===== src/design/ustc_pkg.sv =====
// Types and constants shared by the Unix-seconds-to-calendar block.
// No dependencies; every other design file imports this package.
package ustc_pkg;

    localparam int TS_W     = 31;
    localparam int YEAR_W   = 11;
    localparam int MONTH_W  = 4;
    localparam int DAY_W    = 5;
    localparam int HOURS_W  = 5;
    localparam int MIN_W    = 6;
    localparam int SEC_W    = 6;
    localparam int SOD_W    = 17;
    localparam int DAYS_W   = 15;
    localparam int TOD_W    = 12;
    localparam int PROD_W   = 49;
    localparam int YLEN_W   = 9;

    localparam logic [SOD_W-1:0]  SECS_PER_DAY  = 17'd86400;
    localparam logic [TOD_W-1:0]  SECS_PER_HOUR = 12'd3600;
    localparam logic [MIN_W-1:0]  SECS_PER_MIN  = 6'd60;
    // A day is 675 * 2**7 seconds: the timestamp drops its low 7 bits and is then
    // multiplied by the reciprocal of 675 scaled by 2**34.
    localparam int                DAY_PRE_SHIFT = 7;
    localparam logic [24:0]       DAY_RECIP     = 25'd25451659;
    localparam int                DAY_SHIFT     = 34;
    // Reciprocals scaled by 2**32 and 2**18, rounded up; exact over the ranges used.
    localparam logic [20:0]       HOUR_RECIP    = 21'd1193047;
    localparam int                HOUR_SHIFT    = 32;
    localparam logic [12:0]       MIN_RECIP     = 13'd4370;
    localparam int                MIN_SHIFT     = 18;
    localparam logic [YEAR_W-1:0] EPOCH_YEAR    = 11'd1970;
    localparam logic [1:0]        EPOCH_MOD4    = 2'd2;
    localparam logic [6:0]        EPOCH_MOD100  = 7'd70;
    localparam logic [8:0]        EPOCH_MOD400  = 9'd370;
    localparam logic [YLEN_W-1:0] DAYS_COMMON   = 9'd365;
    localparam logic [YLEN_W-1:0] DAYS_LEAP     = 9'd366;

    localparam logic [MONTH_W-1:0] MON_JAN = 4'd0;
    localparam logic [MONTH_W-1:0] MON_FEB = 4'd1;
    localparam logic [MONTH_W-1:0] MON_APR = 4'd3;
    localparam logic [MONTH_W-1:0] MON_JUN = 4'd5;
    localparam logic [MONTH_W-1:0] MON_SEP = 4'd8;
    localparam logic [MONTH_W-1:0] MON_NOV = 4'd10;
    localparam logic [MONTH_W-1:0] MON_DEC = 4'd11;

    typedef enum logic [3:0] {
        S_IDLE,
        S_DAY_M,
        S_DAY_R,
        S_TOD_H,
        S_TOD_HS,
        S_TOD_M,
        S_TOD_MS,
        S_YEAR,
        S_MONTH,
        S_DONE
    } t_state;

    typedef struct packed {
        logic [TS_W-1:0] unix_seconds;
    } t_in_word;

    typedef struct packed {
        logic [YEAR_W-1:0]  year;
        logic [MONTH_W-1:0] month;
        logic [DAY_W-1:0]   day_of_month;
        logic [HOURS_W-1:0] hours;
        logic [MIN_W-1:0]   minutes;
        logic [SEC_W-1:0]   seconds;
    } t_out_word;

    typedef struct packed {
        logic load;
        logic day_mul;
        logic day_rem;
        logic tod_h;
        logic tod_hs;
        logic tod_m;
        logic tod_ms;
        logic year_step;
        logic month_step;
        logic out_load;
    } t_ctl_cmd;

    typedef struct packed {
        logic year_done;
        logic month_done;
        logic out_busy;
    } t_ctl_status;

    function automatic logic [DAY_W-1:0] month_len(input logic [MONTH_W-1:0] idx,
                                                   input logic leap);
        logic [DAY_W-1:0] len;
        unique case (idx)
            MON_FEB: len = leap ? 5'd29 : 5'd28;
            MON_APR, MON_JUN, MON_SEP, MON_NOV: len = 5'd30;
            default: len = 5'd31;
        endcase
        return len;
    endfunction

endpackage


===== src/design/ustc_if.sv =====
// Valid/ready stream interfaces for the input and result words.
// Depends on ustc_pkg for the payload types.
interface ustc_in_if;
    import ustc_pkg::*;
    logic     valid;
    logic     ready;
    t_in_word data;
    modport source (output valid, output data, input ready);
    modport sink (input valid, input data, output ready);
endinterface

interface ustc_out_if;
    import ustc_pkg::*;
    logic      valid;
    logic      ready;
    t_out_word data;
    modport source (output valid, output data, input ready);
    modport sink (input valid, input data, output ready);
endinterface


===== src/design/ustc_ctrl.sv =====
// Controller state machine: sequences the day split, time of day, year and month walks.
// Depends on ustc_pkg; drives the datapath through t_ctl_cmd.
module ustc_ctrl (
    input  logic                 i_clk,
    input  logic                 i_rst_n,
    input  logic                 i_in_valid,
    output logic                 o_in_ready,
    input  ustc_pkg::t_ctl_status i_status,
    output ustc_pkg::t_ctl_cmd   o_cmd
);
    import ustc_pkg::*;

    t_state             r_state, n_state;

    always_ff @(posedge i_clk) begin
        if (!i_rst_n) begin
            r_state <= S_IDLE;
        end else begin
            r_state <= n_state;
        end
    end

    always_comb begin
        n_state = r_state;
        unique case (r_state)
            S_IDLE: begin
                if (i_in_valid) n_state = S_DAY_M;
            end
            S_DAY_M:  n_state = S_DAY_R;
            S_DAY_R:  n_state = S_TOD_H;
            S_TOD_H:  n_state = S_TOD_HS;
            S_TOD_HS: n_state = S_TOD_M;
            S_TOD_M:  n_state = S_TOD_MS;
            S_TOD_MS: n_state = S_YEAR;
            S_YEAR: begin
                if (i_status.year_done) n_state = S_MONTH;
            end
            S_MONTH: begin
                if (i_status.month_done) n_state = S_DONE;
            end
            S_DONE: begin
                if (!i_status.out_busy) n_state = S_IDLE;
            end
            default: n_state = S_IDLE;
        endcase
    end

    always_comb begin
        o_cmd      = '0;
        o_in_ready = 1'b0;
        unique case (r_state)
            S_IDLE: begin
                o_in_ready = 1'b1;
                o_cmd.load = i_in_valid;
            end
            S_DAY_M:  o_cmd.day_mul  = 1'b1;
            S_DAY_R:  o_cmd.day_rem  = 1'b1;
            S_TOD_H:  o_cmd.tod_h    = 1'b1;
            S_TOD_HS: o_cmd.tod_hs   = 1'b1;
            S_TOD_M:  o_cmd.tod_m    = 1'b1;
            S_TOD_MS: o_cmd.tod_ms   = 1'b1;
            S_YEAR:   o_cmd.year_step  = !i_status.year_done;
            S_MONTH:  o_cmd.month_step = !i_status.month_done;
            S_DONE:   o_cmd.out_load   = !i_status.out_busy;
            default: ;
        endcase
    end

endmodule


===== src/design/ustc_dp.sv =====
// Datapath: reciprocal day split and time-of-day split,
// year and month counters, and the output word register. Depends on ustc_pkg.
module ustc_dp (
    input  logic                  i_clk,
    input  logic                  i_rst_n,
    input  ustc_pkg::t_ctl_cmd    i_cmd,
    output ustc_pkg::t_ctl_status o_status,
    input  logic [ustc_pkg::TS_W-1:0] i_unix_seconds,
    output logic                  o_out_valid,
    input  logic                  i_out_ready,
    output ustc_pkg::t_out_word   o_out_word
);
    import ustc_pkg::*;

    logic [TS_W-1:0]    r_ts;
    logic [SOD_W-1:0]   r_rem;
    logic [PROD_W-1:0]  r_prod;
    logic [TOD_W-1:0]   r_tod_rem;
    logic [HOURS_W-1:0] r_hours;
    logic [MIN_W-1:0]   r_minutes;
    logic [SEC_W-1:0]   r_seconds;
    logic [DAYS_W-1:0]  r_days;
    logic [YEAR_W-1:0]  r_year;
    logic [1:0]         r_mod4;
    logic [6:0]         r_mod100;
    logic [8:0]         r_mod400;
    logic [MONTH_W-1:0] r_midx;
    t_out_word          r_out;
    logic               r_out_valid;

    logic               leap;
    logic [YLEN_W-1:0]  ylen;
    logic [DAY_W-1:0]   mlen;
    logic [DAYS_W-1:0]  days_q;
    logic [HOURS_W-1:0] hours_q;
    logic [MIN_W-1:0]   min_q;

    assign leap    = ((r_mod4 == 2'd0) && (r_mod100 != 7'd0)) || (r_mod400 == 9'd0);
    assign ylen    = leap ? DAYS_LEAP : DAYS_COMMON;
    assign mlen    = month_len(r_midx, leap);
    assign days_q  = r_prod[DAY_SHIFT +: DAYS_W];
    assign hours_q = r_prod[HOUR_SHIFT +: HOURS_W];
    assign min_q   = r_prod[MIN_SHIFT +: MIN_W];

    assign o_status.year_done  = r_days < DAYS_W'(ylen);
    assign o_status.month_done = (r_days < DAYS_W'(mlen)) || (r_midx == MON_DEC);
    assign o_status.out_busy   = r_out_valid && !i_out_ready;

    always_ff @(posedge i_clk) begin
        if (i_cmd.load) begin
            r_ts     <= i_unix_seconds;
            r_year   <= EPOCH_YEAR;
            r_mod4   <= EPOCH_MOD4;
            r_mod100 <= EPOCH_MOD100;
            r_mod400 <= EPOCH_MOD400;
            r_midx   <= MON_JAN;
        end
        if (i_cmd.day_mul) begin
            r_prod <= PROD_W'(r_ts[TS_W-1:DAY_PRE_SHIFT]) * PROD_W'(DAY_RECIP);
        end
        if (i_cmd.day_rem) begin
            r_days <= days_q;
            r_rem  <= SOD_W'(r_ts - TS_W'(days_q) * TS_W'(SECS_PER_DAY));
        end
        if (i_cmd.tod_h) begin
            r_prod <= PROD_W'(r_rem) * PROD_W'(HOUR_RECIP);
        end
        if (i_cmd.tod_hs) begin
            r_hours   <= hours_q;
            r_tod_rem <= TOD_W'(r_rem - SOD_W'(hours_q) * SOD_W'(SECS_PER_HOUR));
        end
        if (i_cmd.tod_m) begin
            r_prod <= PROD_W'(r_tod_rem) * PROD_W'(MIN_RECIP);
        end
        if (i_cmd.tod_ms) begin
            r_minutes <= min_q;
            r_seconds <= SEC_W'(r_tod_rem - TOD_W'(min_q) * TOD_W'(SECS_PER_MIN));
        end
        if (i_cmd.year_step) begin
            r_days   <= r_days - DAYS_W'(ylen);
            r_year   <= r_year + 1'b1;
            r_mod4   <= r_mod4 + 1'b1;
            r_mod100 <= (r_mod100 == 7'd99) ? 7'd0 : r_mod100 + 1'b1;
            r_mod400 <= (r_mod400 == 9'd399) ? 9'd0 : r_mod400 + 1'b1;
        end
        if (i_cmd.month_step) begin
            r_days <= r_days - DAYS_W'(mlen);
            r_midx <= r_midx + 1'b1;
        end
        if (i_cmd.out_load) begin
            r_out.year         <= r_year;
            r_out.month        <= r_midx + 1'b1;
            r_out.day_of_month <= DAY_W'(r_days) + 1'b1;
            r_out.hours        <= r_hours;
            r_out.minutes      <= r_minutes;
            r_out.seconds      <= r_seconds;
        end
    end

    always_ff @(posedge i_clk) begin
        if (!i_rst_n) begin
            r_out_valid <= 1'b0;
        end else if (i_cmd.out_load) begin
            r_out_valid <= 1'b1;
        end else if (i_out_ready) begin
            r_out_valid <= 1'b0;
        end
    end

    assign o_out_valid = r_out_valid;
    assign o_out_word  = r_out;

endmodule


===== src/design/unix_seconds_to_calendar.sv =====
// Unix seconds to calendar date: one input word (seconds since 1970-01-01 UTC) gives
// one result word with year, month, day of month, hours, minutes and seconds. Items are
// handled one at a time. The day split and the time-of-day split are reciprocal
// multiplications; then the block walks the whole years (0 to 68), one year per cycle,
// and the whole months (0 to 11) before the result register is loaded. The next input
// is accepted in the cycle after the result is loaded, and a finished word waits in the
// output register while that input is handled; a result still stalled when the next one
// is ready holds the block until it is taken.
// Depends on ustc_pkg, ustc_if, ustc_ctrl and ustc_dp.
module unix_seconds_to_calendar (
    input  logic       i_clk,
    input  logic       i_rst_n,
    ustc_in_if.sink    i_in,
    ustc_out_if.source o_out
);
    import ustc_pkg::*;

    t_ctl_cmd    cmd;
    t_ctl_status status;

    ustc_ctrl u_ctrl (
        .i_clk      (i_clk),
        .i_rst_n    (i_rst_n),
        .i_in_valid (i_in.valid),
        .o_in_ready (i_in.ready),
        .i_status   (status),
        .o_cmd      (cmd)
    );

    ustc_dp u_dp (
        .i_clk          (i_clk),
        .i_rst_n        (i_rst_n),
        .i_cmd          (cmd),
        .o_status       (status),
        .i_unix_seconds (i_in.data.unix_seconds),
        .o_out_valid    (o_out.valid),
        .i_out_ready    (o_out.ready),
        .o_out_word     (o_out.data)
    );

endmodule


===== src/flat_wrapper.sv =====
// flat-port wrapper written by rule: the top's interface ports become plain ports
module unix_seconds_to_calendar_flat import ustc_pkg::*;
  (i_clk, i_rst_n, i_in_valid, i_in_data, i_in_ready, o_out_valid, o_out_data, o_out_ready);
  ustc_in_if i_in_i ();
  ustc_out_if o_out_i ();
  input  logic i_clk;
  input  logic i_rst_n;
  input wire logic [$bits(i_in_i.valid)-1:0] i_in_valid;
  input wire logic [$bits(i_in_i.data)-1:0] i_in_data;
  output wire logic [$bits(i_in_i.ready)-1:0] i_in_ready;
  output wire logic [$bits(o_out_i.valid)-1:0] o_out_valid;
  output wire logic [$bits(o_out_i.data)-1:0] o_out_data;
  input wire logic [$bits(o_out_i.ready)-1:0] o_out_ready;
  assign i_in_i.valid = i_in_valid;
  assign i_in_i.data = i_in_data;
  assign i_in_ready = i_in_i.ready;
  assign o_out_valid = o_out_i.valid;
  assign o_out_data = o_out_i.data;
  assign o_out_i.ready = o_out_ready;
  unix_seconds_to_calendar u_core (.i_clk(i_clk), .i_rst_n(i_rst_n), .i_in(i_in_i), .o_out(o_out_i));
endmodule

===== config.mk =====
export PLATFORM = sky130hd
export DESIGN_NAME = unix_seconds_to_calendar_flat
export DESIGN_NICKNAME = d
export VERILOG_FILES = /design/src/design/ustc_pkg.sv /design/src/design/ustc_if.sv /design/src/design/ustc_ctrl.sv /design/src/design/ustc_dp.sv /design/src/design/unix_seconds_to_calendar.sv /design/src/flat_wrapper.sv
export SDC_FILE = /design/constraint.sdc
export NUM_CORES = 1
export LEC_CHECK = 0
export ABC_CLOCK_PERIOD_IN_PS = 13400
export BUFFER_PORTS_ARGS = -buffer_cell sky130_fd_sc_hd__buf_2
export CAP_MARGIN = 20
export CORE_MARGIN = 3
export CORE_UTILIZATION = 45
export CTS_CLUSTER_DIAMETER = 100
export DETAILED_ROUTE_END_ITERATION = 12
export GPL_TIMING_DRIVEN = 0
export SLEW_MARGIN = 5
export SYNTH_ARGS = -nofsm -noshare
export SYNTH_HDL_FRONTEND = slang
export SYNTH_HIERARCHICAL = 1
export SYNTH_SLANG_ARGS = --single-unit

===== constraint.sdc =====
create_clock -name i_clk -period 13.4 [get_ports i_clk]
set_input_delay 2.01 -clock i_clk [delete_from_list [all_inputs] [get_ports i_clk]]
set_output_delay 2.01 -clock i_clk [all_outputs]
set_load 0.01 [all_outputs]

======== After elaboration in Yosys (flattened, before gate mapping) ========
Cells that the tools add are included.
W data, S select, Z words.
word-level totals
  bits in registers ....................... 215
  input port bits ......................... 35
  output and inout bits ................... 39
  word-level logic and storage cells ...... 123
operators by class
  add/sub/neg operators ................... 11
  multipliers ............................. 6
  magnitude comparators ................... 2
  equality and inequality tests ........... 21
  muxes and demuxes ....................... 39
  reductions and logical operators ........ 21
operator list
  operator                  number
  $mux W38                  2
  $mul A24 B25 Y49 const B  1
  $mux W15                  3
  $pmux W4 S10              1
  $mul A17 B21 Y38 const B  1
  $mux W9                   3
  $mux W24                  1
  $mux W4                   6
  $mul A12 B12 Y23 const B  1
  $mux W11                  2
  $mux W7                   3
  $eq A4 B3 Y1 const B      5
  $eq A4 B4 Y1 const B      5
  $sub A17 B17 Y17          1
  $lt A15 B5 Y1             1
  $lt A15 B9 Y1             1
  $mul A15 B10 Y10 const B  1
  $sub A15 B5 Y15           1
  $sub A15 B9 Y15           1
  $mux W1                   14
  $eq A4 B2 Y1 const B      3
  $sub A12 B12 Y12          1
  $add A11 B1 Y11 const B   1
  $add A9 B1 Y9 const B     1
  other kinds (25)          40

======== Depth between registers and ports, before layout ========
Gate-level depths: netlist of the first run.
  word-level depth ........................ 10
  mapped depth ............................ 24
  gate-level depth less buffers ........... 24

======== By module ========
The synthesis of the first run kept the hierarchy.
modules (own cells, without submodules)
  module     instances  cells each  area each (µm²)  seq. area each (µm²)
  ustc_dp    1          2389        25076.6          5405.2
  ustc_ctrl  1          45          346.6            80.1

======== Least setup slack after synthesis of the first run ========
No wires, ideal clock.
  path type ............................... register to register
  start ................................... register u_core.u_dp.r_ts[25]
  end ..................................... register u_core.u_dp.r_prod[36]
  setup time .............................. 0.086 ns
  data arrival time ....................... 5.913 ns
  data required time ...................... 13.314 ns
  path slack .............................. 7.401 ns
  stages on the path, launching flop included .. 20
  path buffers ............................ 0
  period minus slack after synthesis ...... 5.999 ns
  cells stage by stage .................... edfxtp_1 -> fa_1 -> ha_1 -> inv_1 -> fa_1 -> fa_1 -> inv_1 -> fa_1 -> inv_1 -> fa_1 -> inv_1 -> fa_1 -> ha_1 -> a21o_1 -> a21o_2 -> a21oi_1 -> and4bb_1 -> nor4_1 -> or4_1 -> a221oi_2
between the ends
  word-level cells in the longest chain between the ends .. 3
ends and longest elaborated chain
  what                    RTL line       source
  start, declared         ustc_dp.sv:15  logic [TS_W-1:0] r_ts;
  start signal, assigned  ustc_dp.sv:51  r_ts <= i_unix_seconds;
  $mul A24 B25 Y49        ustc_dp.sv:59  r_prod <= PROD_W'(r_ts[TS_W-1:DAY_PRE_SHIFT]) * PROD_W'(DAY_RECIP);
  $mux W38                ustc_dp.sv:58  if (i_cmd.day_mul) begin
  $mux W38                ustc_dp.sv:65  if (i_cmd.tod_h) begin
  end signal, assigned    ustc_dp.sv:59
  end signal, assigned    ustc_dp.sv:66  r_prod <= PROD_W'(r_rem) * PROD_W'(HOUR_RECIP);
  end signal, assigned    ustc_dp.sv:73  r_prod <= PROD_W'(r_tod_rem) * PROD_W'(MIN_RECIP);
  end, declared           ustc_dp.sv:17  logic [PROD_W-1:0] r_prod;
No other way between the ends. The select of a mux whose other input is x is not followed.
A chain may end at the register's enable or synchronous reset.

======== Final worst setup path of the first run ========
  start ................................... register u_core.u_dp.r_ts[11]
  end ..................................... register u_core.u_dp.r_prod[36]
The elaborated chain is that of the path after synthesis.

==> results.md, run 1 <==
- The tightest min-delay check is of the reg2reg type.
- At the end of routability-driven placement, the weighted congestion stood at 0.8936.
- STA classifies the critical path endpoint as a register.
- The worst register-to-register path ends at u_core/u_dp/r_prod[36].
- The final number of setup-violating endpoints is 0.
- At the end of the flow, the number of nets in the layout was 3,404.
- The slowest stage of the critical path belongs to the cell edfxtp_1.
- Synthesis produced 2,434 cells.
- The number of antenna violations at the first check in global routing came to 0.
- The number of max-slew violations in the final report is 0.
- The total wire length is 57,430 um.
- After layout, the worst setup slack is 6.456 ns.
- The first detailed-routing pass took 5 iterations.
- The most numerous cell type found on the critical path is fa_1.
- Summing the sequential cell areas from Yosys gives 21.58% of the chip area.
- Traced cell by cell, the critical path runs through inv_1 -> ha_1 -> inv_1 -> fa_1 -> ha_1 -> inv_1 -> fa_1 -> fa_1 -> fa_1 -> fa_1 -> inv_1 -> ha_1 -> nand2_1 -> o21ai_0 -> a21oi_1 -> a21oi_1 -> and4bb_1 -> nor4_1 -> or4_1 -> a221oi_2.
- On the worst path, the slowest cell contributes a delay of 0.69 ns.
- Setup repair after global routing left no endpoint under its margin.
- The antenna diode count is 0.
- The share of async-settable or async-resettable flops after synthesis is 0%.
- The per-cell routed wire length is 17.43 um.
- Once detail routing completed, the nets flagged for antenna violations numbered 0.
- Synthesis instantiated 89 different standard cells from the library.
- The DRC violation total after the first TritonRoute iteration is 908.
- The placed standard-cell area is 26,830 sq um.
- The CTS tree is built.
- The proportion of netlist area held by the largest area contributor is 27.27%.
- The maximum number of pins on one net before global-route repair is 30.
- Detailed placement ended at an HPWL of 48,820 um.
- In this run the most critical hold path is launched from u_core/u_dp/r_ts[3].
- The worst-path maximum fanout is 7.
- By instance count, the leading cell after synthesis is inv_1.
- The die span in x is 243.7 um.
- After routing the design area is 27,470 sq um.
- Ranked by instance count, the synthesized netlist is headed by inv_1, ha_1, fa_1, edfxtp_1, a21oi_1.
- The placement row count is 86.
- The number of levels the H-tree was split into is 4.
- The area enclosed by the die boundary is 59,380 sq um.
- The internal reg-to-reg setup slack is 6.46 ns.
- The worst endpoint data arrival time is 7.34 ns.
- The predominant post-synthesis flop cell is edfxtp_1.
- The hold path endpoint is u_core/u_dp/r_rem[3].
- The synthesis-to-finish area growth is 8.061%.
- For this design, the sink count on the clock tree is 190.
- After layout, the minimum clock period comes to 6.944 ns.
- The multi-input combinational cell area is 17,620 sq um.
- The placeable core region is 55,520 sq um.
- The effective utilization at floorplan is 45.79%.
- The worst-skew pair later-pin latency is 0.48 ns.
- The share of the clock period used by the worst path is 51.82%.
- The maximum frequency from static timing analysis is 0.1440 GHz.
- Counting cells, the worst reg-to-reg path comes to 20.
- The residual DRC count is 0.
- The register clock-pin slew on the reported worst setup and hold paths is 0.09 ns.
- The aggregate negative setup slack is 0 ns.
- The total of buffers placed on input and output ports is 73.
- The vertical die dimension is 243.7 um.
- The worst hold path passes through 0 cells.
- The flow ran to the end, and the final reports show no timing, DRC or antenna violations.
- The number of resized instances in the post-cts repair step is 0.
- The tree is rooted in a clkbuf_16.
- A synthesized cell averages 10.45 sq um.
- Summing all flip-flop and latch instances after layout gives 5485 sq um.
- Of the cells placed in the final design, the portion with a size suffix greater than 1 is 6.321%.
- The count of flip-flops with a built-in enable after synthesis is 168.
- For this block, the via count after detailed routing is 16,990.
- The slew at the pin closest to its max-slew limit is 0.7692 ns.
- The hold buffer count at CTS is 0.
- The wire length of the first global-routing pass is 94,090 um.
- The maximum clock path buffer count is 2.
- After synthesis the netlist holds a flip-flop and latch count of 190.
- The via count of the first global-routing pass is 17,960.
- Clock tree synthesis inserted a total of 17 buffers.
- The mapped netlist covers 25,420 sq um.
- The largest area contributor in the synthesized netlist is ha_1.
- Across the run, the number of max-cap violations was 0.
- In the global route stage, overall resource usage came out at 20.12%.
- By area the synthesized netlist is led by ha_1, fa_1, edfxtp_1.
- The worst clock skew is 0.02679 ns.
- The aggregate global routing overflow is 0.
- The hold violation count in the final report came to 0.
- The number of top-level pins is 74.
- The data required time of the worst path is 13.80 ns.
- The worst setup path is launched from a register.
- In this design, the largest share of critical-path delay is due to adder cells.
- The critical path contains buffers and inverters numbering 4 combined.
- The average via count per standard cell is 5.157.
- The number of filler cells placed in the layout is 5,240.
- The critical path class is reg2reg.
- Measured against its own limit, the worst slew margin works out to 48.44%.
- The origin of the critical flop-to-flop path is u_core/u_dp/r_ts[11].
- The worst slack at placement is 6.515 ns.
- The count of yosys warnings during synthesis is 6.
- The number of nets produced by synthesis is 3,304.
- The post-CTS setup buffer count is 0.
[per-layer routing]
| layer | global-route usage (%) | share of wire [%] | vias up |
|---|---|---|---|
| met5 | 0 | 0 | - |
| met4 | 6.272 | 2.4 | 0 |
| met3 | 2.663 | 3.0 | 72 |
| met2 | 35.13 | 50 | 256 |
| met1 | 25.93 | 45 | 8368 |
| li1 | - | - | 8297 |
[registers in the layout (all words and copies together), names as in the netlist]
signal / flops
u_core/u_dp/r_midx: 4
u_core/u_dp/o_out_valid: 1
u_core/u_dp/r_ts: 31
u_core/u_dp/r_minutes: 6
u_core/u_dp/o_out_word: 37
u_core/u_dp/r_mod4: 2
u_core/u_dp/r_mod400: 9
u_core/u_dp/r_hours: 5
u_core/u_ctrl/r_state: 4
u_core/u_dp/r_rem: 17
u_core/u_dp/r_seconds: 6
u_core/u_dp/r_year: 11
u_core/u_dp/r_tod_rem: 12
u_core/u_dp/r_prod: 23
u_core/u_dp/r_mod100: 7
u_core/u_dp/r_days: 15
[cell type report]
| cell class | instances | share of cell area (%) |
|---|---|---|
| clock buffer | 17 | 1.548 |
| timing repair buffer | 81 | 1.635 |
| inverter | 573 | 7.829 |
| buffer | 39 | 0.6786 |
| sequential | 190 | 19.97 |
| multi-input combinational | 1632 | 64.14 |
| tap | 748 | 3.407 |
| clock inverter | 15 | 0.7925 |
[kinds of logic (layout without fill, tap and decap cells)]
logic type	count (synthesis)	in the layout	synth area share, %
AND/OR/NAND/NOR	352	352	7.112
buffers and inverters	612	725	9.193
flip-flops	190	190	21.58
multiplexers	15	15	0.6103
XOR/XNOR	110	110	3.790
AO/OA/AOI/OAI	320	320	8.327
adder cells (fa/ha/maj)	835	835	49.39
[how the worst max path moves through the flow]
stage,start,end,slack (ns),depth (start not counted)
after CTS,u_core/u_dp/r_ts[11],u_core/u_dp/r_prod[36],6.44,20
final,u_core/u_dp/r_ts[11],u_core/u_dp/r_prod[36],6.46,20
after floorplan,u_core/u_dp/r_ts[25],u_core/u_dp/r_prod[36],7.40,19
after detailed placement,u_core/u_dp/r_ts[11],u_core/u_dp/r_prod[36],6.52,20
after global placement,u_core/u_dp/r_ts[11],u_core/u_dp/r_prod[36],6.55,20
after global routing,u_core/u_dp/r_ts[11],u_core/u_dp/r_prod[36],6.14,20
[stage by stage]
| step | std cells | utilization (%) | hold slack [ns] |
|---|---|---|---|
| after floorplan | 2434 | - | 0.4003 |
| after global placement | 3255 | 48.13 | 0.4046 |
| after detailed placement | 3263 | 48.32 | 0.4045 |
| after CTS | 3295 | 49.48 | 0.4208 |
| after global routing | 3295 | 49.48 | 0.4283 |
| final | 3295 | 49.48 | 0.4166 |
[layout by cell type, fill, tap and decap left out, types with 5 or more instances in the layout]
cell	Yosys	layout
a211oi_1	8	8
a21o_1	33	33
a21oi_1	97	97
a22oi_1	6	6
a31oi_1	16	16
and2_1	15	14
and3_1	8	8
buf_2	1	74
buf_4	2	7
clkbuf_1	31	31
clkbuf_16	0	17
clkinv_8	0	6
dfxtp_1	22	22
edfxtp_1	168	168
fa_1	281	281
ha_1	554	554
inv_1	573	573
mux2i_1	11	11
nand2_1	84	84
nand2b_1	16	16
nand3_1	37	37
nand4_1	18	18
nor2_1	80	80
nor2b_1	18	18
nor3_1	17	14
nor3_2	3	6
nor4_1	11	11
o2111ai_1	6	6
o211ai_1	12	12
o21a_1	9	9
o21ai_0	59	59
o21bai_1	12	12
o22ai_1	6	6
o31ai_1	5	5
or2_2	5	5
or3_1	9	9
xnor2_1	72	72
xor2_1	38	38
Power of run 1 is not shown: default switching activity piles up to over one toggle a cycle in this logic, so the estimate is an artifact.
==> inputs of run 2 (changes only) <==
--- a/config.mk
+++ b/config.mk
@@ -5,7 +5,7 @@
 export SDC_FILE = /design/constraint.sdc
 export NUM_CORES = 1
 export LEC_CHECK = 0
-export ABC_CLOCK_PERIOD_IN_PS = 13400
+export ABC_CLOCK_PERIOD_IN_PS = 7200
 export BUFFER_PORTS_ARGS = -buffer_cell sky130_fd_sc_hd__buf_2
 export CAP_MARGIN = 20
 export CORE_MARGIN = 3
==> constraint.sdc (replaced) <==
create_clock -name i_clk -period 7.2 [get_ports i_clk]
set_input_delay 1.08 -clock i_clk [delete_from_list [all_inputs] [get_ports i_clk]]
set_output_delay 1.08 -clock i_clk [all_outputs]
set_load 0.01 [all_outputs]
==> run 2 against run 1 <==
  * Sequential cell count unchanged
  * Clock-buffer cell count unchanged
  * First-iteration DRC count shrank 1.3%
  * Via count grew 0.35%
  * Register-to-register slack got worse by 6.1 ns
  * Critical path depth rose by 4
  * Maximum frequency up 0.91%
  * Routed wire length up 0.35%
  * Worst hold slack better by 0.00078 ns
  * Cell count up 0.33%
  * Highest routed layer unchanged
==> results.md, run 2 (synthesized netlist as in run 1, its figures left out) <==
- The hold violation count in the final report is 0 (unchanged).
- The area enclosed by the die boundary is 59,380 sq um (unchanged).
- The die span in x is 243.7 um (unchanged).
- The number of resized instances in the post-cts repair step is 0 (unchanged).
- The most frequent standard cell in the layout excluding fill and tap cells is inv_1.
- The final-stage net count is 3,415 (+0.32%).
- The delay of the slowest critical-path stage was 0.79 ns (+0.10 ns).
- The total half-perimeter wirelength after legalization and detailed placement was 48,820 um (unchanged).
- The antenna diode count was 0 (unchanged).
- The via count was 17,050 (+0.35%).
- The shortest period the worst path allows came to 6.881 ns (-0.06264 ns).
- The root buffer cell is clkbuf_16.
- The worst-path maximum fanout is 9 (+2).
- The worst endpoint data arrival time was 7.28 ns (-0.06 ns).
- The fraction of final layout cells sized beyond drive strength 1 was 6.724% (+0.40 points).
- In the layout the commonest cells are inv_1, ha_1, fa_1, edfxtp_1, a21oi_1.
- The number of filler cells placed in the layout is 5,223 (-0.32%).
- The data required time of the worst path is 7.60 ns (-6.20 ns).
- The CTS buffer count is 17 (unchanged).
- The aggregate global routing overflow is 0 (unchanged).
- The class of the worst hold path is reg2reg.
- The first-pass detailed-route iteration total is 5 (unchanged).
- The via count of the first global-routing pass was 17,960 (unchanged).
- TritonCTS built the clock tree.
- The critical path class is reg2reg.
- The number of max-slew violations in the final report is 0 (unchanged).
- The number of antenna violations at the first check in global routing is 0 (unchanged).
- The flip-flop count of the largest register, all copies and words added is 37 (unchanged).
- The total of buffers placed on input and output ports is 73 (unchanged).
- The kind of cell with the highest combined delay along the critical path is adder cells.
- The share of the clock period used by the worst path is 95.58% (+44 points).
- The number of levels the H-tree was split into is 4 (unchanged).
- The worst clock skew is 0.02450 ns (-0.002290 ns).
- The register clock-pin slew on the reported worst setup and hold paths was 0.09 ns (about the same).
- Setup repair after global routing left no endpoint under its margin.
- The final weighted congestion in routability-driven placement was 0.8936 (unchanged).
- The maximum number of pins on one net before global-route repair is 30 (unchanged).
- The maximum frequency from static timing analysis is 0.1453 GHz (+0.91%).
- The flow ran to the end, and the final reports show no timing, DRC or antenna violations.
- The synthesis-to-finish area growth is 8.386%.
- The most used cell along the critical path is inv_1.
- The average via count per standard cell is 5.158 (about the same).
- The global routing usage summed across all routing layers is 20.12% (unchanged).
- The startpoint type of the worst setup path is a register.
- The slew at the pin closest to its max-slew limit is 0.7865 ns (+0.01737 ns).
- The wire length of the first global-routing pass is 94,090 um (unchanged).
- The maximum clock path buffer count is 2 (unchanged).
- The placeable core region is 55,520 sq um (unchanged).
- The number of sinks on the clock net is 190 (unchanged).
- The aggregate negative setup slack is 0 ns (unchanged).
- The number of top-level pins was 74 (unchanged).
- The combined buffer and inverter count along the critical path is 8 (+4).
- STA classifies the critical path endpoint as a register.
- The max-cap violation count is 0 (unchanged).
- Traced cell by cell, the critical path runs through inv_1 -> ha_1 -> inv_1 -> ha_1 -> inv_1 -> fa_1 -> inv_1 -> fa_1 -> inv_1 -> fa_1 -> inv_1 -> fa_1 -> inv_1 -> fa_1 -> inv_1 -> ha_1 -> a21oi_1 -> nor3_2 -> o21bai_4 -> a41o_1 -> a31oi_2 -> nor2_1 -> or4_1 -> a221oi_2.
- The worst-skew pair later-pin latency is 0.48 ns (about the same).
- The DRC violation total after the first TritonRoute iteration is 896 (-1.3%).
- The per-cell routed wire length is 17.43 um (about the same).
- The residual DRC count came to 0 (unchanged).
- For this design, the slowest cell found on the critical path is edfxtp_1.
- The effective utilization at floorplan is 45.79% (unchanged).
- The vertical die dimension is 243.7 um (unchanged).
- The final number of setup-violating endpoints is 0 (unchanged).
- The worst-case headroom to the max-slew limit was 47.28% (-1.2 points).
- The remaining antenna violation count came to 0 (unchanged).
- The total wire length is 57,630 um (+0.35%).
- The placement row count is 86 (unchanged).
-- run 2: cell count changes in the layout (fill, tap and decap cells not counted) --
cell   previous run  this run
buf_4             7        18
-- run 2: metal layers --
metal / wire [um] / up-vias / part of all wire [%] / global-route usage (%)
met5: 0 / - / 0 / 0
met4: 1406 / 0 / 2.4 / 6.272
met3: 1727 / 76 / 3.0 / 2.663
met2: 28630 / 267 / 50 / 35.13
met1: 25870 / 8394 / 45 / 25.93
li1: - / 8316 / - / -
-- run 2: layout make-up --
cell class / count / area (sq um) / share of cell area (%)
clock inverter: 15 / 217.7 / 0.7901
buffer: 39 / 186.4 / 0.6766
tap: 748 / 935.9 / 3.396
multi-input combinational: 1632 / 17620 / 63.95
sequential: 190 / 5485 / 19.91
inverter: 573 / 2151 / 7.805
timing repair buffer: 92 / 531.8 / 1.930
clock buffer: 17 / 425.4 / 1.544
-- run 2: final timing paths --
path	start	endpoint	slack, ns	cells past startpoint
setup / recovery	u_core/u_dp/r_ts[14]	u_core/u_dp/r_prod[36]	0.32	24
hold / removal	u_core/u_dp/r_ts[3]	u_core/u_dp/r_rem[3]	0.42	0
setup reg to reg	u_core/u_dp/r_ts[14]	u_core/u_dp/r_prod[36]	0.32	24
hold reg to reg	u_core/u_dp/r_ts[3]	u_core/u_dp/r_rem[3]	0.42	0
-- run 2: worst reg2reg max path, delay by kind of cell (launching register included) --
kind                       cells  cell delay [ns]
AOI/OAI and AO/OA              5             1.01
buffers and inverters          8             0.74
DFF                            1             0.79
adders and majority gates      8             3.44
and+or+nand+nor                3             0.82
-- run 2: per-stage QoR --
step                std cells  utilization [%]  setup slack, ns  instance area (sq um)  hold slack [ns]
finish                   3306            49.63           0.3185                  27560           0.4174
global route             3306            49.63          0.01166                  27560           0.4283
CTS                      3295            49.48           0.2412                  27470           0.4208
detailed placement       3263            48.32           0.3153                  26830           0.4045
global placement         3255            48.13           0.3477                  26720           0.4046
floorplan                2434                -            1.201                  25420           0.4003
-- run 2: timing repair --
item                       CTS  global route
setup endpoints to repair    0             4
hold buffers                 0             0
buffers inserted             0            11
Power of run 2 is left out for the same reason.
==> inputs of run 3 (changes only) <==
--- a/config.mk
+++ b/config.mk
@@ -16,5 +16,4 @@
 export SLEW_MARGIN = 5
 export SYNTH_ARGS = -nofsm -noshare
 export SYNTH_HDL_FRONTEND = slang
-export SYNTH_HIERARCHICAL = 1
 export SYNTH_SLANG_ARGS = --single-unit
==> run 3 against run 2 <==
  * Synthesized cell count unchanged
  * Global-route usage is 0.42 points higher
  * Core utilization about the same
  * Non-clock buffer count is 4 lower
  * Register-to-register slack lost 0.06 ns
  * Synthesized area shrank 0.51%
  * Setup slack worse by 0.059 ns
  * Maximum frequency down 0.85%
  * Die area shrank 0.50%
  * First-iteration DRC count down 28%
  * Highest routed layer unchanged
==> results.md, run 3 <==
- The maximum number of pins on one net before global-route repair is 38 (+27%).
- Setup repair after global routing left no endpoint under its margin.
- The critical path goes through fa_1 -> inv_1 -> fa_1 -> inv_1 -> ha_1 -> inv_1 -> fa_1 -> inv_1 -> ha_1 -> inv_1 -> fa_1 -> inv_1 -> fa_1 -> ha_1 -> a21oi_1 -> o21ai_0 -> a211oi_2 -> nor4_2 -> or2_2 -> a311oi_1 -> o21ai_0 -> xnor2_1 -> a21oi_1.
- The run finished with clean final reports.
- The global routing usage summed across all routing layers came to 20.54% (+0.42 points).
- The number of cells in the design after placement was 3,260 (-0.092%).
- The worst-path cell with the longest stage delay is fa_1.
- The share of synthesized area occupied by flip-flops and latches came to 21.69% (+0.11 points).
- Counting instances in the post-synthesis netlist gives the leading cell types as inv_1, ha_1, fa_1, edfxtp_1, a21oi_1.
- The flip-flop count of the largest register, all copies and words added is 37 (unchanged).
- The antenna diode count is 0 (unchanged).
- The effective utilization at floorplan is 45.73% (-0.057 points).
- By area the synthesized netlist is led by ha_1, fa_1, edfxtp_1.
- The startpoint type of the worst setup path is a register.
- The aggregate global routing overflow is 0 (unchanged).
- The via count is 17,110 (+0.35%).
- The CTS tree is built.
- The placement row count is 86 (unchanged).
- The average via count per standard cell is 5.170 (+0.23%).
- The slew at the pin closest to its max-slew limit was 0.9708 ns (+0.1843 ns).
- Relative to the synthesized area, the layout overhead comes to 8.598%.
- The largest area contributor in the synthesized netlist is ha_1.
- The worst clock skew came to 0.01220 ns (-0.01231 ns).
- The placeable core region is 55,310 sq um (-0.39%).
- The maximum frequency from static timing analysis is 0.1441 GHz (-0.85%).
- The count of yosys warnings during synthesis is 0 (-6).
- The number of max-slew violations in the final report is 0 (unchanged).
- The final-stage net count is 3,420 (+0.15%).
- The share of the clock period used by the worst path is 96.39% (+0.82 points).
- The first-pass detailed-route iteration total was 5 (unchanged).
- The final number of setup-violating endpoints was 0 (unchanged).
- The residual DRC count is 0 (unchanged).
- The predominant post-synthesis flop cell is edfxtp_1.
- The number of nets produced by synthesis came to 3,305 (+0.030%).
- The final instance count without filler cells came to 3,310 (+0.12%).
- The critical path class is reg2reg.
- The count of flip-flops with a built-in enable after synthesis is 168 (unchanged).
- The vertical die dimension is 243.1 um (-0.25%).
- The number of filler cells placed in the layout was 5,177 (-0.88%).
- The proportion of netlist area held by the largest area contributor is 27.45% (+0.19 points).
- The mean area per synthesized cell is 10.39 sq um (-0.51%).
- The placed standard-cell area is 26,680 sq um (-0.56%).
- The most frequent standard cell in the layout excluding fill and tap cells is inv_1.
- The final weighted congestion in routability-driven placement was 0.8829 (-1.2%).
- The area of the mapped netlist was 25,290 sq um (-0.51%).
- The number of levels the H-tree was split into is 4 (unchanged).
- The total of buffers placed on input and output ports is 73 (unchanged).
- The via count of the first global-routing pass was 18,030 (+0.38%).
- The die span in x came to 243.1 um (-0.25%).
- In the layout the commonest cells are inv_1, ha_1, fa_1, edfxtp_1, a21oi_1.
- The CTS buffer count is 17 (unchanged).
- The most frequent cell after synthesis is inv_1.
- The aggregate negative setup slack is 0 ns (unchanged).
- The worst endpoint data arrival time is 7.29 ns (about the same).
- The number of flip-flops and latches in the synthesized netlist was 190 (unchanged).
- The hold violation count in the final report came to 0 (unchanged).
- The worst-case headroom to the max-slew limit is 35.04% (-12 points).
- The per-cell routed wire length is 17.68 um (+1.4%).
- The root buffer cell is clkbuf_16.
- The total half-perimeter wirelength after legalization and detailed placement came to 49,110 um (+0.59%).
- The number of top-level pins is 74 (unchanged).
- The register clock-pin slew on the reported worst setup and hold paths is 0.08 ns (about the same).
- The maximum clock path buffer count is 2 (unchanged).
- The number of sinks on the clock net is 190 (unchanged).
- The combined buffer and inverter count along the critical path came to 6 (-2).
- The post-route cell area is 27,470 sq um (-0.32%).
- The class of the worst hold path is reg2reg.
- The DRC violation total after the first TritonRoute iteration was 642 (-28%).
- The delay of the slowest critical-path stage is 0.57 ns (-0.22 ns).
- The area enclosed by the die boundary is 59,090 sq um (-0.50%).
- The family with the most delay on the worst path is adder cells.
- The worst-path maximum fanout was 5 (-4).
- The shortest period the worst path allows is 6.940 ns (+0.05891 ns).
- The remaining antenna violation count is 0 (unchanged).
- The number of antenna violations at the first check in global routing is 0 (unchanged).
- The total wire length is 58,510 um (+1.5%).
- The synthesized netlist cell count was 2,434 (unchanged).
- The most used cell along the critical path is inv_1.
- The wire length of the first global-routing pass was 95,250 um (+1.2%).
- The worst-skew pair later-pin latency was 0.49 ns (about the same).
- The data required time of the worst path is 7.55 ns (-0.05 ns).
- The max-cap violation count came to 0 (unchanged).
- The share of async-settable or async-resettable flops after synthesis is 0% (unchanged).
- The fraction of final layout cells sized beyond drive strength 1 was 6.596% (-0.13 points).
- The number of distinct standard cells referenced by the synthesized netlist is 78 (-12%).
- The critical path capture point type is a register.
==> run 3: what timing repair did <==
| item | CTS | global route |
|---|---|---|
| gates cloned | 0 | 0 |
| buffers inserted | 8 | 10 |
| setup endpoints to repair | 5 | 9 |
| hold buffers | 0 | 0 |
| gates resized for setup | 0 | 2 |
==> run 3: area by class of cell <==
class                           instances  area [sq um]  area share [%]
Buffer                                 31         132.6          0.4828
Clock buffer                           17         425.4           1.549
Clock inverter                         15         203.9          0.7425
Inverter                              564          2117           7.707
Multi-Input combinational cell       1649         17580           64.00
Sequential cell                       190          5485           19.97
Tap cell                              748         935.9           3.407
Timing Repair Buffer                   96         586.8           2.136
==> run 3: cells by family after synthesis <==
group	Yosys count	synth area share, %
AOI/OAI and AO/OA	358	9.058
xor gates and xnor gates	104	3.601
adders and majority gates	836	49.70
buffers and inverters	595	8.894
DFF	190	21.69
muxes	7	0.2820
and+or+nand+nor	344	6.782
==> run 3: stage by stage <==
| step | worst slack [ns] | hold slack, ns | util, % |
|---|---|---|---|
| CTS | 0.02914 | 0.4182 | 49.51 |
| global route | 0.02241 | 0.4237 | 49.66 |
| global placement | -0.1034 | 0.4034 | 48.08 |
| finish | 0.2596 | 0.4182 | 49.66 |
| detailed placement | -0.06510 | 0.4045 | 48.24 |
| floorplan | 1.123 | 0.4003 | - |
==> run 3: final timing paths <==
path	cells past startpoint	start	end	slack, ns
max	23	u_core.u_dp.r_ts[10]	u_core.u_dp.r_prod[44]	0.26
min	0	u_core.u_dp.r_seconds[3]	u_core.u_dp.o_out_word[3]	0.42
max reg2reg	23	u_core.u_dp.r_ts[10]	u_core.u_dp.r_prod[44]	0.26
min reg2reg	0	u_core.u_dp.r_seconds[3]	u_core.u_dp.o_out_word[3]	0.42
==> run 3: worst register-to-register path, cell delays in order, from the launching register on <==
cell and delay, ns:
edfxtp_1 0.52, fa_1 0.58, inv_1 0.05, fa_1 0.47
inv_1 0.05, ha_1 0.27, inv_1 0.05, fa_1 0.50
inv_1 0.05, ha_1 0.26, inv_1 0.05, fa_1 0.53
inv_1 0.06, fa_1 0.50, ha_1 0.40, a21oi_1 0.30
o21ai_0 0.23, a211oi_2 0.40, nor4_2 0.13, or2_2 0.36
a311oi_1 0.53, o21ai_0 0.21, xnor2_1 0.21, a21oi_1 0.09
==> run 3: routing by layer <==
| metal | track usage [%] | vias up | wire [um] | share of wire [%] |
|---|---|---|---|---|
| met3 | 2.276 | 56 | 1538 | 2.6 |
| met2 | 35.87 | 238 | 29080 | 50 |
| met4 | 5.606 | 0 | 1089 | 1.9 |
| met1 | 27.11 | 8445 | 26800 | 46 |
| met5 | 0 | - | 0 | 0 |
| li1 | - | 8374 | - | - |
Power of run 3 is left out for the same reason.
